<file path="config.mk">
export PLATFORM = sky130hd
export DESIGN_NAME = tempo_transport_loop_counter_flat
export DESIGN_NICKNAME = d
export VERILOG_FILES = /design/src/hw/rtl/ttlc_pkg.sv /design/src/hw/rtl/ttlc_if.sv /design/src/hw/rtl/tempo_transport_loop_counter.sv /design/src/hw/rtl/ttlc_unit.sv /design/src/flat_wrapper.sv
export SDC_FILE = /design/constraint.sdc
export NUM_CORES = 2
export LEC_CHECK = 0
export ABC_AREA = 0
export CAP_MARGIN = 20
export CORE_ASPECT_RATIO = 1.2
export CORE_MARGIN = 1.5
export CORE_UTILIZATION = 25
export DETAILED_ROUTE_END_ITERATION = 10
export DONT_BUFFER_PORTS = 1
export HOLD_SLACK_MARGIN = 0.03
export PLACE_DENSITY = 0.45
export REMOVE_ABC_BUFFERS = 1
export SETUP_SLACK_MARGIN = 0.1
export SYNTH_ARGS = -nofsm -noshare
export SYNTH_HDL_FRONTEND = slang
export SYNTH_HIERARCHICAL = 1
export SYNTH_SLANG_ARGS = --single-unit
</file>
<file path="constraint.sdc">
create_clock -name clk_i -period 29.5 [get_ports clk_i]
set_input_delay 1.475 -clock clk_i [delete_from_list [all_inputs] [get_ports clk_i]]
set_output_delay 1.475 -clock clk_i [all_outputs]
set_load 0.02 [all_outputs]
</file>
<file path="src/hw/rtl/ttlc_pkg.sv">
// Package for the transport loop counter: field widths, command and run codes,
// and the control word of the shared arithmetic unit. No dependencies.
package ttlc_pkg;

  localparam int unsigned KIND_W    = 3;
  localparam int unsigned BLK_W     = 16;
  localparam int unsigned BAR_W     = 16;
  localparam int unsigned BEAT_W    = 22;
  localparam int unsigned RUN_W     = 2;
  localparam int unsigned POS_OUT_W = 48;
  localparam int unsigned SPB_W     = 32;
  localparam int unsigned BPB_W     = 6;
  localparam int unsigned CFG_IDX_W = 3;
  localparam int unsigned CFG_W     = 32;
  localparam int unsigned MCAND_W   = 40;
  localparam int unsigned PROD_W    = MCAND_W + SPB_W;
  localparam int unsigned T_W       = 41;
  localparam int unsigned BEAT_FRAC = 16;
  localparam int unsigned SPB_FRAC  = 12;
  localparam int unsigned POS_SHIFT = 28;

  typedef enum logic [KIND_W-1:0] {
    KIND_ADVANCE = 3'd0,
    KIND_PLAY    = 3'd1,
    KIND_PAUSE   = 3'd2,
    KIND_STOP    = 3'd3,
    KIND_TOGGLE  = 3'd4,
    KIND_SEEK    = 3'd5,
    KIND_QUERY   = 3'd6
  } kind_e;

  typedef enum logic [RUN_W-1:0] {
    RUN_STOPPED = 2'd0,
    RUN_PLAYING = 2'd1,
    RUN_PAUSED  = 2'd2
  } run_e;

  typedef enum logic [CFG_IDX_W-1:0] {
    CFG_SPB        = 3'd0,
    CFG_BPB        = 3'd1,
    CFG_LOOP_EN    = 3'd2,
    CFG_LOOP_START = 3'd3,
    CFG_LOOP_END   = 3'd4
  } cfg_idx_e;

  typedef struct packed {
    logic mul_load;
    logic div_load;
    logic step;
  } unit_cmd_t;

endpackage

</file>
<file path="src/hw/rtl/ttlc_if.sv">
// Item channel interfaces of the transport loop counter.
// Depends on ttlc_pkg for the field widths.
interface ttlc_in_if import ttlc_pkg::*; ();
  logic              valid;
  logic              ready;
  logic [KIND_W-1:0] kind;
  logic [BLK_W-1:0]  block_samples;
  logic [BAR_W-1:0]  target_bar;
  logic [BEAT_W-1:0] target_beat;

  modport source (output valid, kind, block_samples, target_bar, target_beat, input ready);
  modport sink (input valid, kind, block_samples, target_bar, target_beat, output ready);
endinterface

interface ttlc_out_if import ttlc_pkg::*; ();
  logic                 valid;
  logic                 ready;
  logic [RUN_W-1:0]     run_status;
  logic [POS_OUT_W-1:0] position_samples;
  logic [BAR_W-1:0]     bar_number;
  logic [BEAT_W-1:0]    beat_in_bar;
  logic                 note_due;

  modport source (output valid, run_status, position_samples, bar_number, beat_in_bar,
                  note_due, input ready);
  modport sink (input valid, run_status, position_samples, bar_number, beat_in_bar,
                note_due, output ready);
endinterface

</file>
<file path="src/hw/rtl/tempo_transport_loop_counter.sv">
// Top level of the musical transport: run state, sample position, loop wrap,
// and bar and beat reporting. Depends on ttlc_pkg, ttlc_if and ttlc_unit.
//
// Each item is one transport command and gives one result. The block takes one
// item at a time. An item needs one multiplication for a seek or a note query
// while playing, and one for an advance while playing with the loop active, or
// two when it reaches the loop end. The shared unit divides and multiplies one
// bit per cycle: when samples per beat is nonzero, bar and beat come from two
// divisions of the position, by samples per beat and then by beats per bar.
// A finished result waits in the output register while the next item starts.
module tempo_transport_loop_counter import ttlc_pkg::*; #(
  parameter int unsigned POSITION_BITS = 48
) (
  input  logic                 clk_i,
  input  logic                 rst_ni,
  input  logic                 cfg_we_i,
  input  logic [CFG_IDX_W-1:0] cfg_idx_i,
  input  logic [CFG_W-1:0]     cfg_data_i,
  ttlc_in_if.sink              in_i,
  ttlc_out_if.source           out_o
);

  localparam int unsigned PB    = POSITION_BITS;
  localparam int unsigned DIV_W = PB + POS_SHIFT;
  localparam int unsigned CMP_W = (DIV_W > PROD_W) ? DIV_W : PROD_W;
  localparam int unsigned CNT_W = $clog2(DIV_W);
  localparam int unsigned PX_W  = PB + POS_OUT_W;

  typedef enum logic [3:0] {
    ST_IDLE, ST_MUL_END, ST_CHK_END, ST_MUL_LEN, ST_APPLY_LEN, ST_MUL_T, ST_APPLY_T,
    ST_DIV_START, ST_DIV_S, ST_DIV_N_LOAD, ST_DIV_N, ST_CALC, ST_FINISH
  } state_e;

  state_e             state_q;
  logic [CNT_W-1:0]   cnt_q;
  run_e               run_q;
  logic [PB-1:0]      pos_q;
  logic               due_q;
  logic               seek_q;
  logic [BAR_W-1:0]   bar_q;
  logic [BEAT_W-1:0]  beat_q;
  logic [15:0]        frac_q;
  logic [SPB_W-1:0]   spb_q;
  logic [BPB_W-1:0]   bpb_q;
  logic               loop_en_q;
  logic [BAR_W-1:0]   loop_start_q;
  logic [BAR_W-1:0]   loop_end_q;
  logic               out_valid_q;
  logic [RUN_W-1:0]   o_run_q;
  logic [PB-1:0]      o_pos_q;
  logic [BAR_W-1:0]   o_bar_q;
  logic [BEAT_W-1:0]  o_beat_q;
  logic               o_due_q;

  unit_cmd_t          cmd;
  logic [MCAND_W-1:0] mcand;
  logic [DIV_W-1:0]   dividend;
  logic [SPB_W-1:0]   divisor;
  logic [PROD_W-1:0]  prod;
  logic [DIV_W-1:0]   quot;
  logic [SPB_W-1:0]   rem;

  logic               in_fire;
  logic [BPB_W-1:0]   n_eff;
  logic               spb_zero;
  logic               loop_act;
  logic [PB:0]        adv_sum;
  logic [PB-1:0]      adv_pos;
  logic signed [17:0] bar_m1;
  logic signed [24:0] bar_beats;
  logic signed [T_W-1:0] t_s;
  logic               t_pos;
  logic [MCAND_W-1:0] end_beats;
  logic [MCAND_W-1:0] len_beats;
  logic [PROD_W-1:0]  endc;
  logic [PROD_W-1:0]  pos_x;
  logic               pos_ge_endc;
  logic [PROD_W-1:0]  wrap_pos;
  logic [PROD_W-1:0]  seek_p;
  logic               seek_sat;
  logic               due_cmp;
  logic [PX_W-1:0]    o_pos_x;
  logic               out_free;

  assign in_fire  = in_i.valid && in_i.ready;
  assign out_free = !out_valid_q || out_o.ready;
  assign n_eff    = (bpb_q == '0) ? BPB_W'(1) : bpb_q;
  assign spb_zero = (spb_q == '0);
  assign loop_act = loop_en_q && (loop_end_q > loop_start_q);
  assign adv_sum  = {1'b0, pos_q} + (PB + 1)'(in_i.block_samples);
  assign adv_pos  = adv_sum[PB] ? {PB{1'b1}} : adv_sum[PB-1:0];

  assign bar_m1    = $signed({2'b00, in_i.target_bar}) - 18'sd1;
  assign bar_beats = bar_m1 * $signed({1'b0, n_eff});
  assign t_s       = (T_W'(bar_beats) <<< BEAT_FRAC) + $signed(T_W'(in_i.target_beat))
                     - $signed(T_W'(1 << BEAT_FRAC));
  assign t_pos     = (t_s > 0);

  assign end_beats = MCAND_W'((loop_end_q - BAR_W'(1)) * n_eff);
  assign len_beats = MCAND_W'((loop_end_q - loop_start_q) * n_eff);
  assign endc      = (prod >> SPB_FRAC) + PROD_W'(|prod[SPB_FRAC-1:0]);
  assign pos_x     = PROD_W'(pos_q);
  assign pos_ge_endc = (pos_x >= endc);
  assign wrap_pos  = (pos_x > endc) ? pos_x - endc : '0;
  assign seek_p    = prod >> POS_SHIFT;
  assign seek_sat  = (seek_p > PROD_W'({PB{1'b1}}));
  assign due_cmp   = (CMP_W'(prod) <= CMP_W'({pos_q, {POS_SHIFT{1'b0}}}));

  always_comb begin
    cmd      = '0;
    mcand    = MCAND_W'(t_s[MCAND_W-1:0]);
    dividend = {pos_q, {POS_SHIFT{1'b0}}};
    divisor  = spb_q;
    case (state_q)
      ST_IDLE: begin
        if (in_fire) begin
          case (kind_e'(in_i.kind))
            KIND_ADVANCE: begin
              cmd.mul_load = (run_q == RUN_PLAYING) && loop_act;
              mcand        = end_beats;
            end
            KIND_SEEK: cmd.mul_load = t_pos && !spb_zero;
            KIND_QUERY: cmd.mul_load = (run_q == RUN_PLAYING) && t_pos && !spb_zero;
            default: cmd.mul_load = 1'b0;
          endcase
        end
      end
      ST_CHK_END: begin
        cmd.mul_load = pos_ge_endc;
        mcand        = len_beats;
      end
      ST_DIV_START: cmd.div_load = !spb_zero;
      ST_DIV_N_LOAD: begin
        cmd.div_load = 1'b1;
        dividend     = quot >> BEAT_FRAC;
        divisor      = SPB_W'(n_eff);
      end
      ST_MUL_END, ST_MUL_LEN, ST_MUL_T, ST_DIV_S, ST_DIV_N: cmd.step = 1'b1;
      default: cmd = '0;
    endcase
  end

  ttlc_unit #(
    .DIV_W(DIV_W)
  ) u_unit (
    .clk_i      (clk_i),
    .rst_ni     (rst_ni),
    .cmd_i      (cmd),
    .mcand_i    (mcand),
    .mplier_i   (spb_q),
    .dividend_i (dividend),
    .divisor_i  (divisor),
    .prod_o     (prod),
    .quot_o     (quot),
    .rem_o      (rem)
  );

  always_ff @(posedge clk_i or negedge rst_ni) begin
    if (!rst_ni) begin
      spb_q        <= SPB_W'(98304000);
      bpb_q        <= BPB_W'(4);
      loop_en_q    <= 1'b0;
      loop_start_q <= BAR_W'(1);
      loop_end_q   <= BAR_W'(1);
    end else if (cfg_we_i) begin
      case (cfg_idx_e'(cfg_idx_i))
        CFG_SPB:        spb_q        <= cfg_data_i[SPB_W-1:0];
        CFG_BPB:        bpb_q        <= cfg_data_i[BPB_W-1:0];
        CFG_LOOP_EN:    loop_en_q    <= cfg_data_i[0];
        CFG_LOOP_START: loop_start_q <= cfg_data_i[BAR_W-1:0];
        CFG_LOOP_END:   loop_end_q   <= cfg_data_i[BAR_W-1:0];
        default: ;
      endcase
    end
  end

  always_ff @(posedge clk_i or negedge rst_ni) begin
    if (!rst_ni) begin
      state_q     <= ST_IDLE;
      cnt_q       <= '0;
      run_q       <= RUN_STOPPED;
      pos_q       <= '0;
      out_valid_q <= 1'b0;
      due_q       <= 1'b0;
      seek_q      <= 1'b0;
      bar_q       <= BAR_W'(1);
      beat_q      <= BEAT_W'(1 << BEAT_FRAC);
      frac_q      <= '0;
      o_run_q     <= '0;
      o_pos_q     <= '0;
      o_bar_q     <= '0;
      o_beat_q    <= '0;
      o_due_q     <= 1'b0;
    end else begin
      if (out_valid_q && out_o.ready) begin
        out_valid_q <= 1'b0;
      end
      case (state_q)
        ST_IDLE: begin
          if (in_fire) begin
            due_q  <= 1'b0;
            seek_q <= (kind_e'(in_i.kind) == KIND_SEEK);
            cnt_q  <= '0;
            state_q <= ST_DIV_START;
            case (kind_e'(in_i.kind))
              KIND_ADVANCE: begin
                if (run_q == RUN_PLAYING) begin
                  pos_q <= adv_pos;
                  if (loop_act) begin
                    state_q <= ST_MUL_END;
                  end
                end
              end
              KIND_PLAY:  run_q <= RUN_PLAYING;
              KIND_PAUSE: run_q <= RUN_PAUSED;
              KIND_STOP: begin
                run_q <= RUN_STOPPED;
                pos_q <= '0;
              end
              KIND_TOGGLE: run_q <= (run_q == RUN_PLAYING) ? RUN_PAUSED : RUN_PLAYING;
              KIND_SEEK: begin
                if (t_pos && !spb_zero) begin
                  state_q <= ST_MUL_T;
                end else begin
                  pos_q <= '0;
                end
              end
              KIND_QUERY: begin
                if (run_q == RUN_PLAYING) begin
                  if (!t_pos) begin
                    due_q <= 1'b1;
                  end else if (!spb_zero) begin
                    state_q <= ST_MUL_T;
                  end
                end
              end
              default: ;
            endcase
          end
        end
        ST_MUL_END, ST_MUL_LEN, ST_MUL_T: begin
          cnt_q <= cnt_q + CNT_W'(1);
          if (cnt_q == CNT_W'(SPB_W - 1)) begin
            cnt_q <= '0;
            case (state_q)
              ST_MUL_END: state_q <= ST_CHK_END;
              ST_MUL_LEN: state_q <= ST_APPLY_LEN;
              default:    state_q <= ST_APPLY_T;
            endcase
          end
        end
        ST_CHK_END: state_q <= pos_ge_endc ? ST_MUL_LEN : ST_DIV_START;
        ST_APPLY_LEN: begin
          pos_q   <= wrap_pos[PB-1:0];
          state_q <= ST_DIV_START;
        end
        ST_APPLY_T: begin
          if (seek_q) begin
            pos_q <= seek_sat ? {PB{1'b1}} : seek_p[PB-1:0];
          end else begin
            due_q <= due_cmp;
          end
          state_q <= ST_DIV_START;
        end
        ST_DIV_START: begin
          cnt_q <= '0;
          if (spb_zero) begin
            bar_q   <= BAR_W'(1);
            beat_q  <= BEAT_W'(1 << BEAT_FRAC);
            state_q <= ST_FINISH;
          end else begin
            state_q <= ST_DIV_S;
          end
        end
        ST_DIV_S, ST_DIV_N: begin
          cnt_q <= cnt_q + CNT_W'(1);
          if (cnt_q == CNT_W'(DIV_W - 1)) begin
            cnt_q   <= '0;
            state_q <= (state_q == ST_DIV_S) ? ST_DIV_N_LOAD : ST_CALC;
          end
        end
        ST_DIV_N_LOAD: begin
          frac_q  <= quot[15:0];
          state_q <= ST_DIV_N;
        end
        ST_CALC: begin
          bar_q   <= (quot >= DIV_W'(65534)) ? {BAR_W{1'b1}} : quot[BAR_W-1:0] + BAR_W'(1);
          beat_q  <= {rem[BPB_W-1:0] + BPB_W'(1), frac_q};
          state_q <= ST_FINISH;
        end
        ST_FINISH: begin
          if (out_free) begin
            out_valid_q <= 1'b1;
            o_run_q     <= run_q;
            o_pos_q     <= pos_q;
            o_bar_q     <= bar_q;
            o_beat_q    <= beat_q;
            o_due_q     <= due_q;
            state_q     <= ST_IDLE;
          end
        end
        default: state_q <= ST_IDLE;
      endcase
    end
  end

  assign o_pos_x = PX_W'(o_pos_q);

  assign in_i.ready             = (state_q == ST_IDLE);
  assign out_o.valid            = out_valid_q;
  assign out_o.run_status       = o_run_q;
  assign out_o.position_samples = o_pos_x[POS_OUT_W-1:0];
  assign out_o.bar_number       = o_bar_q;
  assign out_o.beat_in_bar      = o_beat_q;
  assign out_o.note_due         = o_due_q;

endmodule

</file>
<file path="src/hw/rtl/ttlc_unit.sv">
// Shared arithmetic unit: a shift-add multiplier and a restoring divider,
// one bit per step. Depends on ttlc_pkg.
module ttlc_unit import ttlc_pkg::*; #(
  parameter int unsigned DIV_W = 76
) (
  input  logic               clk_i,
  input  logic               rst_ni,
  input  unit_cmd_t          cmd_i,
  input  logic [MCAND_W-1:0] mcand_i,
  input  logic [SPB_W-1:0]   mplier_i,
  input  logic [DIV_W-1:0]   dividend_i,
  input  logic [SPB_W-1:0]   divisor_i,
  output logic [PROD_W-1:0]  prod_o,
  output logic [DIV_W-1:0]   quot_o,
  output logic [SPB_W-1:0]   rem_o
);

  logic               mul_mode_q;
  logic [PROD_W-1:0]  acc_q;
  logic [MCAND_W-1:0] mc_q;
  logic [SPB_W-1:0]   mp_q;
  logic [DIV_W-1:0]   dq_q;
  logic [SPB_W-1:0]   r_q;
  logic [SPB_W-1:0]   dv_q;
  logic [PROD_W-1:0]  madd;
  logic [SPB_W:0]     rs;
  logic [SPB_W:0]     rdiff;
  logic               ge;

  assign madd  = {acc_q[PROD_W-2:0], 1'b0} + (mp_q[SPB_W-1] ? PROD_W'(mc_q) : '0);
  assign rs    = {r_q, dq_q[DIV_W-1]};
  assign rdiff = rs - {1'b0, dv_q};
  assign ge    = (rs >= {1'b0, dv_q});

  always_ff @(posedge clk_i or negedge rst_ni) begin
    if (!rst_ni) begin
      mul_mode_q <= 1'b0;
    end else if (cmd_i.mul_load) begin
      mul_mode_q <= 1'b1;
    end else if (cmd_i.div_load) begin
      mul_mode_q <= 1'b0;
    end
  end

  always_ff @(posedge clk_i) begin
    if (cmd_i.mul_load) begin
      acc_q <= '0;
      mc_q  <= mcand_i;
      mp_q  <= mplier_i;
    end else if (cmd_i.div_load) begin
      dq_q <= dividend_i;
      r_q  <= '0;
      dv_q <= divisor_i;
    end else if (cmd_i.step) begin
      if (mul_mode_q) begin
        acc_q <= madd;
        mp_q  <= {mp_q[SPB_W-2:0], 1'b0};
      end else begin
        dq_q <= {dq_q[DIV_W-2:0], ge};
        r_q  <= ge ? rdiff[SPB_W-1:0] : rs[SPB_W-1:0];
      end
    end
  end

  assign prod_o = acc_q;
  assign quot_o = dq_q;
  assign rem_o  = r_q;

endmodule
</file>
<file path="src/flat_wrapper.sv">
// flat-port wrapper written by rule: the top's interface ports become plain ports
module tempo_transport_loop_counter_flat import ttlc_pkg::*;
#(
  parameter int unsigned POSITION_BITS = 48
)
  (clk_i, rst_ni, cfg_we_i, cfg_idx_i, cfg_data_i, in_i_valid, in_i_kind, in_i_block_samples, in_i_target_bar, in_i_target_beat, in_i_ready, out_o_valid, out_o_run_status, out_o_position_samples, out_o_bar_number, out_o_beat_in_bar, out_o_note_due, out_o_ready);
  ttlc_in_if in_i_i ();
  ttlc_out_if out_o_i ();
  input  logic clk_i;
  input  logic rst_ni;
  input  logic cfg_we_i;
  input  logic [CFG_IDX_W-1:0] cfg_idx_i;
  input  logic [CFG_W-1:0] cfg_data_i;
  input wire logic [$bits(in_i_i.valid)-1:0] in_i_valid;
  input wire logic [$bits(in_i_i.kind)-1:0] in_i_kind;
  input wire logic [$bits(in_i_i.block_samples)-1:0] in_i_block_samples;
  input wire logic [$bits(in_i_i.target_bar)-1:0] in_i_target_bar;
  input wire logic [$bits(in_i_i.target_beat)-1:0] in_i_target_beat;
  output wire logic [$bits(in_i_i.ready)-1:0] in_i_ready;
  output wire logic [$bits(out_o_i.valid)-1:0] out_o_valid;
  output wire logic [$bits(out_o_i.run_status)-1:0] out_o_run_status;
  output wire logic [$bits(out_o_i.position_samples)-1:0] out_o_position_samples;
  output wire logic [$bits(out_o_i.bar_number)-1:0] out_o_bar_number;
  output wire logic [$bits(out_o_i.beat_in_bar)-1:0] out_o_beat_in_bar;
  output wire logic [$bits(out_o_i.note_due)-1:0] out_o_note_due;
  input wire logic [$bits(out_o_i.ready)-1:0] out_o_ready;
  assign in_i_i.valid = in_i_valid;
  assign in_i_i.kind = in_i_kind;
  assign in_i_i.block_samples = in_i_block_samples;
  assign in_i_i.target_bar = in_i_target_bar;
  assign in_i_i.target_beat = in_i_target_beat;
  assign in_i_ready = in_i_i.ready;
  assign out_o_valid = out_o_i.valid;
  assign out_o_run_status = out_o_i.run_status;
  assign out_o_position_samples = out_o_i.position_samples;
  assign out_o_bar_number = out_o_i.bar_number;
  assign out_o_beat_in_bar = out_o_i.beat_in_bar;
  assign out_o_note_due = out_o_i.note_due;
  assign out_o_i.ready = out_o_ready;
  tempo_transport_loop_counter #(.POSITION_BITS(POSITION_BITS)) u_core (.clk_i(clk_i), .rst_ni(rst_ni), .cfg_we_i(cfg_we_i), .cfg_idx_i(cfg_idx_i), .cfg_data_i(cfg_data_i), .in_i(in_i_i), .out_o(out_o_i));
endmodule
</file>
==> flow_summary_export.csv <==
group,metric,value,unit
routing,drtIter0Drc,2702,
floorplan,ios,188,
worst_setup_path,r2r-end,"u_core/u_unit/quot_o[10]",
layout,nets,5835,
grt,busiest_layer,"met2",
logic_synthesis,yosys_register_bits,563,
worst_setup_path,endpoint_kind,"register",
logic_synthesis,synth_edf_count,212,
logic_synthesis,synthFlopType,"dfrtp_1",
sta,tightest_slew,1060,ps
worst_setup_path,max_stage_delay,880,ps
grt,grt_pass1_wl,240,mm
clock_tree,cts_resized,0,
hold_path,holdCritStartpoint,"u_core/bar_q[0]",
grt,grt_use_total,15.8,%
placement,place_hpwl,121,mm
floorplan,die_area,196000,µm²
placement,gp_congestion,0.878,
worst_setup_path,critPathBufInv,3,
job,drv_cap,0,
clock_tree,cts_tree,"built",
floorplan,die_y,485,µm
worst_setup_path,cp_top_family,"compound AO/OA/AOI/OAI gates",
clock_tree,cts_buffers,74,
clock_tree,hold_buffers,0,
worst_setup_path,cp.depth,37,
sta,final.setup.tns,0,ps
logic_synthesis,synth.area.top_cells,"dfrtp_1 14%, edfxtp_1 13%, ha_1 9.7%",
routing,wl,158,mm
run_status,outcome,"completed",
layout,nFillCells,20368,
routing,wl_per_cell,20.2,µm
routing,viasPerCell,4.90,
layout,fin_util,28.1,%
layout,fin_cells,7793,
logic_synthesis,synth-async-reset-ratio,49.6,%
worst_setup_path,crit_fanout,76,
logic_synthesis,mappedNetlistArea,48300,µm²
layout,syn2layout_area_growth,11.3,%
clock_tree,clockBufferDepth,3,
worst_setup_path,critPathSlowestCell,"buf_4",
placement,port_buffers,0,
grt,grt_max_degree,280,
sta,finalMaxSlewViolations,0,
sta,rsz0062_at_grt,"no",
worst_setup_path,startpoint_type,"input port",
routing,drc,0,
worst_setup_path,crit_required,29790,ps
layout,layout-drive-gt1-share,9.26,%
clock_tree,h-tree-depth,3,
floorplan,initial_utilization,25.2,%
logic_synthesis,yosys.area.top_type_share,13.8,%
sta,min_period_over_period,42.4,%
grt,grt_overflow,0,
sta,max_freq,79.9,MHz
clock_tree,path_clk_slew,60,ps
worst_setup_path,worstSetupPathType,"in2reg",
routing,vias,38211,
floorplan,num_rows,176,
logic_synthesis,synth_cells,5224,
sta,layout_min_cycle_time,12520,ps
hold_path,holdCritPathClass,"reg2reg",
logic_synthesis,yosys_warnings,6,
worst_setup_path,worstPathArrival,12810,ps
hold_path,hold_path_depth,2,
placement,pre_cts_slack,16100,ps
sta,skew,45.9,ps
grt,grt_use_met1,21.6,%
logic_synthesis,ys_seq_area_share,30.6,%
sta,setup_slack,16980,ps
worst_setup_path,r2r_cells,33,
grt,met3_usage,2.57,%
clock_tree,clock-root-buffer,"clkbuf_16",
worst_setup_path,worstSetupEndpoint,"u_core/u_unit/quot_o[10]",
routing,drtAntennaViolNets,0,
grt,grt_pass1_vias,38400,
grt,grt_util_met2,26.0,%
clock_tree,insertion_delay,690,ps
floorplan,die_x,404,µm
logic_synthesis,yosysUniqueCellTypes,99,
worst_setup_path,startpoint,"in_i_target_bar[3]",
worst_setup_path,rr_startpoint,"u_core/bpb_q[2]",
logic_synthesis,avgSynthCellArea,9.25,µm²
floorplan,fp.coreArea,192000,µm²
clock_tree,postCtsSetupBuffers,0,
sta,maxSlewHeadroom,29.4,%
clock_tree,clock_sinks,563,
sta,finalSetupViolations,0,
logic_synthesis,synth_area_leader_cell,"dfrtp_1",
sta,hold_violations,0,
grt,antenna_found_initial,17,
placement,dp_cells,7648,
worst_setup_path,r2r_setup_slack,18330,ps
routing,firstDrtPassIters,7,
==> sequential cells by signal, indices dropped and copies added, names as in the netlist, 4 cells and up <==
signal                         count
u_core/u_unit/quot_o              76
u_core/u_unit/prod_o              72
u_core/out_o.position_samples     48
u_core/pos_q                      48
u_core/u_unit/mc_q                40
u_core/spb_q                      32
u_core/u_unit/dv_q                32
u_core/u_unit/mp_q                32
u_core/u_unit/rem_o               32
u_core/beat_q                     22
u_core/out_o.beat_in_bar          22
u_core/bar_q                      16
u_core/frac_q                     16
u_core/loop_end_q                 16
u_core/loop_start_q               16
u_core/out_o.bar_number           16
u_core/cnt_q                       7
u_core/bpb_q                       6
u_core/state_q                     4
==> synthesized netlist by cell type, types with 49 or more instances <==
cell and instances:
nand2_1 478, mux2i_1 58, xor2_1 150, o21ai_0 295, clkbuf_1 172, nand3_1 113, dfxtp_1 72, edfxtp_1 212
ha_1 374, mux2_2 241, nor4_1 55, nand2b_1 62, inv_1 433, xnor2_1 194, dfrtp_1 267, and3_1 52
fa_1 219, nor2_1 274, a22o_1 49, and2_1 185, nand4_1 72, nor2b_1 152, a21o_1 114, nor3_1 74
a21oi_1 301
==> worst min-delay path, delay by kind of cell (launching register included) <==
kind                   cells  cell delay (ps)
flip-flops                 1              360
AO/OA/AOI/OAI              1               50
buffers and inverters      1               60
==> how the worst min path moves through the flow <==
stage	slack (ps)	end
after floorplan	450	u_core/bar_q[0]
after CTS	410	u_core/spb_q[28]
after detailed placement	460	u_core/bar_q[0]
after global placement	460	u_core/u_unit/prod_o[7]
final	470	u_core/bar_q[0]
after global routing	480	u_core/out_o.beat_in_bar[2]
==> cells in the final DEF (no fill, tap or decap), types with 33 or more instances in the layout <==
cell / Yosys / routed
a211oi_1: 41 / 40
a21o_1: 114 / 114
a21oi_1: 301 / 301
a221oi_1: 41 / 41
a22o_1: 49 / 49
and2_1: 185 / 184
and3_1: 52 / 52
buf_4: 5 / 45
clkbuf_16: 0 / 78
dfrtp_1: 267 / 265
dfxtp_1: 72 / 72
edfxtp_1: 212 / 212
fa_1: 219 / 219
ha_1: 374 / 374
inv_1: 433 / 433
mux2_2: 241 / 241
mux2i_1: 58 / 58
nand2_1: 478 / 477
nand2b_1: 62 / 62
nand3_1: 113 / 112
nand4_1: 72 / 72
nor2_1: 274 / 269
nor2b_1: 152 / 151
nor3_1: 74 / 73
nor4_1: 55 / 54
o21a_1: 34 / 34
o21ai_0: 295 / 293
or3_1: 33 / 33
xnor2_1: 194 / 194
xor2_1: 150 / 150
==> area by class of cell <==
cell class	count	area, µm²	area share (%)
diodes	6	15.0	0.0279
clock buffers	105	2150	4.00
clock inverters	32	412	0.765
inverters	434	1630	3.03
multi-input cells	4024	31200	58.0
flip-flops and latches	563	14800	27.5
well taps	2581	3230	6.00
repair buffers	48	374	0.695
==> per-layer routing <==
metal	routed length, µm	vias up
met5	48	-
met4	3090	8
met3	8820	167
met2	73200	913
met1	72400	18847
li1	-	18276
==> stage by stage <==
stage	cell area [µm²]	hold slack (ps)
floorplan	47500	445
global placement	51200	461
detailed placement	51200	463
CTS	53800	413
global route	53800	483
finish	53800	474
==> logic make-up (layout without fill, tap and decap cells) <==
family	count (synthesis)	in the layout	share of synthesized area, %
AND/OR/NAND/NOR	1644	1644	17.2
AO/OA/AOI/OAI	1143	1143	15.2
buffers and inverters	637	619	5.08
adder cells (fa/ha/maj)	593	593	18.8
flip-flops	563	563	30.6
XOR/XNOR	345	345	6.28
multiplexers	299	299	6.82
other	0	6	0
Power is left out: the tool's default activity adds up to more than one toggle a clock period on the data nets, which glitch-free logic cannot reach.
